## src/rtl/b2nv_ram.sv

```systemverilog
`timescale 1ns / 1ps

module b2nv_ram #(
   parameter int WIDTH = 8,
   parameter int DEPTH = 16
) (
   input  logic                     clock,
   input  logic                     write_enable,
   input  logic [$clog2(DEPTH)-1:0] write_address,
   input  logic [WIDTH-1:0]         write_data,
   input  logic                     read_enable,
   input  logic [$clog2(DEPTH)-1:0] read_address,
   output logic [WIDTH-1:0]         read_data
);

   logic [WIDTH-1:0] mem_ff [DEPTH];
   logic [WIDTH-1:0] read_data_ff;

   // Write port and registered read port; read data holds between reads
   always_ff @(posedge clock) begin
      if (write_enable) begin
         mem_ff[write_address] <= write_data;
      end
      if (read_enable) begin
         read_data_ff <= mem_ff[read_address];
      end
   end

   assign read_data = read_data_ff;

endmodule

```

## config.mk

```make
export PLATFORM = sky130hd
export DESIGN_NAME = b2nv_ram
export DESIGN_NICKNAME = d
export VERILOG_FILES = /design/src/rtl/b2nv_ram.sv
export SDC_FILE = /design/constraint.sdc
export NUM_CORES = 1
export LEC_CHECK = 0
export BUFFER_PORTS_ARGS = -buffer_cell sky130_fd_sc_hd__buf_4
export CORE_AREA = 2 2 106 108
export DETAILED_ROUTE_END_ITERATION = 10
export DIE_AREA = 0 0 108 110
export PLACE_DENSITY = 0.71
export SLEW_MARGIN = 30
export SYNTH_ARGS = -nofsm -noshare
export SYNTH_HDL_FRONTEND = slang
export SYNTH_SLANG_ARGS = --single-unit
```

## constraint.sdc

```tcl
create_clock -name clock -period 4.6 [get_ports clock]
set_input_delay 0.46 -clock clock [delete_from_list [all_inputs] [get_ports clock]]
set_output_delay 0.46 -clock clock [all_outputs]
set_load 0.005 [all_outputs]
```

# Yosys cells after proc, flatten, opt, wreduce, memory -nomap -nowiden
# Memories as Yosys holds them, arrays and structs flattened. A register that Yosys moved wholly into a read port is not among the register bits.
# Index checks and enable logic that the tools add are counted.
# totals
in_bits	19
ff_bits	0
ramBits	128
mem_count	1
output_inout_bits	8
# op_classes
n_mux	2
# memory_table
name	depth	word_bits	read_ports	rd_clocked_by_memory_dff	wr	line	text
mem_ff	16	8	1	1	1	16	logic [WIDTH-1:0] mem_ff [DEPTH];
# ops
operator	count
1-bit 2-to-1 mux	2

# Longest topological paths before layout
# depth
word_depth	2
mapped_depth	5
ltp_nobuf	3

# Least setup slack after synthesis
# No wires, ideal clock.
# synth_path
path_type	input-to-reg
from	input port write_address[2]
to	memory mem_ff[0][0], enable pin
setup_slack_ps	2647
path_stages	2
setup_ps	383
required_ps	4217
n_path_buf	0
arrival_time_ps	1570
path_cell_list	or3b_2 > nor3_1
# synth_rtl
item	line	text
from (decl)	9	input logic [$clog2(DEPTH)-1:0] write_address,
to (decl)	16	
# No word-level cell before the write port.

==> key figures <==
Status
  • Result of the run: finished clean

Synth
  • Share of synthesized area occupied by flip-flops and latches: 78.1%
  • Leading post-synthesis cells by cell area: edfxtp_1, mux4_2, mux4_1, a22oi_1, nor2_1
  • Portion of synthesized cell area occupied by the leading cell type: 78.1%
  • Count of flip-flops with a built-in enable after synthesis: around 140
  • Largest area contributor in the synthesized netlist: edfxtp_1
  • Yosys Warn Count: 0
  • Flip-flop cell with the highest count after synthesis: edfxtp_1
  • Yosys cell types: 18
  • Cell with the most instances after synthesis: edfxtp_1
  • Share of synthesized flip-flops with an asynchronous set or reset: 0%
  • Number of storage elements in the synthesis netlist: roughly 140
  • Number of instances in the synthesized netlist: between 200 and 250
  • Net count of the mapped netlist: roughly 250
  • Average footprint of a synthesized cell: ~23 µm²
  • Area of the mapped netlist: roughly 0.0052 mm²
  • Top cells by instance count after synthesis: edfxtp_1, mux4_2, a22oi_1, mux4_1, nor2_1

Layout
  • Final core occ: just under 60%
  • Post-synthesis to final-layout area growth: 20.1%
  • Diodes inserted: 0
  • Layout cell share with drive strength beyond 1: ~29%
  • Layout net count: between 200 and 300

Global routing
  • Maximum number of pins on one net before global-route repair: 33
  • Initial antenna violation count: 0
  • Vias in the first global route: between 2000 and 3000
  • Total congestion overflow after global routing: 0
  • Global routing usage summed across all routing layers: 19.5%
  • Global-route wire length before repair: between 15000 and 20000 µm

Floorplan
  • Starting density of the core: about 49%
  • Core box area: about 0.011 mm²
  • Floorplan die area: roughly 0.012 mm²
  • Number of top-level pins: 27
  • Die Y: about 110 µm
  • FP Rows: 38
  • DIE WIDTH: 108 µm

Timing
  • Final-report max-slew violation count: 0
  • Post-route fraction of the period consumed by the critical path: 37.5%
  • Final Hold Fails: 0
  • Relative slew slack: roughly 34%
  • Fmax achieved: 580 MHz
  • Final Critical Period: ~1700 ps
  • Setup violators final: 0
  • Layout Skew: between 5 and 6 ps
  • Post-Route Setup TNS: 0 ps
  • RSZ-0062 raised after global routing: no
  • Slew at the pin closest to its max-slew limit: between 900 and 1000 ps

Worst setup path
  • Critical-path top delay cell: mux4_1
  • Sort of element at the end of the critical path: flop
  • Largest fanout of any net on the critical path: 32
  • Critical Path Start Type: input port
  • Data required time at the worst endpoint: between 4000 and 5000 ps
  • Crit-path max cell delay: around 630 ps
  • Critical-path cell list: buf_4, mux4_1, a22oi_1, nand2_1
  • Data arrival time of the critical path: roughly 2000 ps
  • Classification of the worst setup path: in2reg

Drt
  • Number of design-rule violations left by the first detailed-router iteration: roughly 220
  • DR DRC count: 0
  • DR vias/cell: just over 6
  • Via count: about 2500
  • Drt first pass iters: 5
  • Total Routed Length: about 11000 µm
  • Wire per inst: 25.6 µm
  • Residual antenna-violating net count after detailed routing: 0

Placed design
  • Final GP Congestion: 0.733
  • Port Buffer Count: 26
  • Post-DP HPWL: roughly 6100 µm

Clock tree
  • Sink count of the clock tree: ~140
  • Clock transition at path regs: 60 ps
  • Clock tree from TritonCTS: done
  • Max H-tree Level: 4
  • Post-CTS sizing: 0
  • Number of setup buffers added after CTS: 0
  • # hold bufs at CTS: 0
  • Root cell of the clock tree: clkbuf_8
  • Max clock buf depth: 2
  • Number of buffers created by CTS: 17
  • Clock latency at the later pin of the worst-skew pair: 520 ps

Power and ir drop
  • Leakage power: 0.00210 µW
  • Highest ir drop seen on vdd: between 0.0003 and 0.0004 V
  • Power density of the placed cells: around 510 mW/mm²

Run
  • MaxCap Viol Count: 0

Worst hold path
  • Hold WC Path Type: in2reg
worst max-delay path, delay by kind of cell:
kind | cells | cell delay [ps]
AND/OR/NAND/NOR | 1 | 90
AO/OA/AOI/OAI | 1 | 310
multiplexers | 1 | 630
buffers and inverters | 1 | 470
layout make-up:
type                    count  area, µm²
repair buffers             29        218
well taps                 140        175
multi-input cells          83       1060
clock buffers              17        414
clock inverters            15        320
flip-flops and latches    136       4080
fillers                   748       4420
layout by cell type (no fill, tap or decap), types with 3 or more instances in the layout:
| cell type | Yosys | final |
|---|---|---|
| nor3_1 | 4 | 3 |
| mux4_2 | 18 | 18 |
| clkbuf_16 | 0 | 16 |
| nor2_1 | 13 | 12 |
| buf_4 | 1 | 29 |
| nand2_1 | 9 | 9 |
| edfxtp_1 | 136 | 136 |
| mux4_1 | 14 | 14 |
| bufinv_16 | 0 | 9 |
| a22oi_1 | 16 | 16 |
cells by family (layout without fill, tap and decap cells):
kind of cell / after synthesis / count (layout) / synth area share, %
multiplexers: 32 / 32 / 14.8
AO/OA/AOI/OAI: 16 / 16 / 2.30
AND/OR/NAND/NOR: 35 / 35 / 3.14
buffers and inverters: 10 / 61 / 1.65
flip-flops: 136 / 136 / 78.1
metrics by stage:
stage	setup slack [ps]	cells	cell area, µm²	total power, µW	hold WS [ps]
2_1_floorplan	2650	229	5230	1500	559
3_3_place_gp	2340	388	5530	1550	727
3_5_place_dp	2250	388	5530	1560	736
4_1_cts	2720	420	6270	3220	225
5_1_grt	2790	420	6280	3280	246
6_report	2880	420	6280	3210	244
worst paths after layout:
| check | from | end | slack, ps | cells past startpoint |
|---|---|---|---|---|
| max | read_address[0] | read_data[5]$_DFFE_PP_ | 2880 | 4 |
| min reg2reg | mem_ff[14][7]$_DFFE_PP_ | read_data[7]$_DFFE_PP_ | 740 | 3 |
| min | write_data[6] | mem_ff[1][6]$_DFFE_PP_ | 240 | 1 |
| max reg2reg | mem_ff[3][6]$_DFFE_PP_ | read_data[6]$_DFFE_PP_ | 3050 | 3 |
registers in the layout (all words and copies together), names as in the netlist:
register and cells:
read_data 8, mem_ff 128
report_power, final:
part           internal, µW  leakage, µW  switching (µW)
Combinational          55.9     0.000512            74.0
Clock                  1160     0.000349             517
Sequential             1400      0.00124            8.30
Total                  2610      0.00210             599
layer usage:
layer / wire length (µm) / vias up / GRT usage, %
li1: - / 1062 / -
met1: 4520 / 1343 / 25.7
met2: 5480 / 119 / 32.1
met3: 590 / 15 / 4.94
met4: 166 / 0 / 6.87
met5: 0 / - / 0
(Power assumes the default switching activity.)
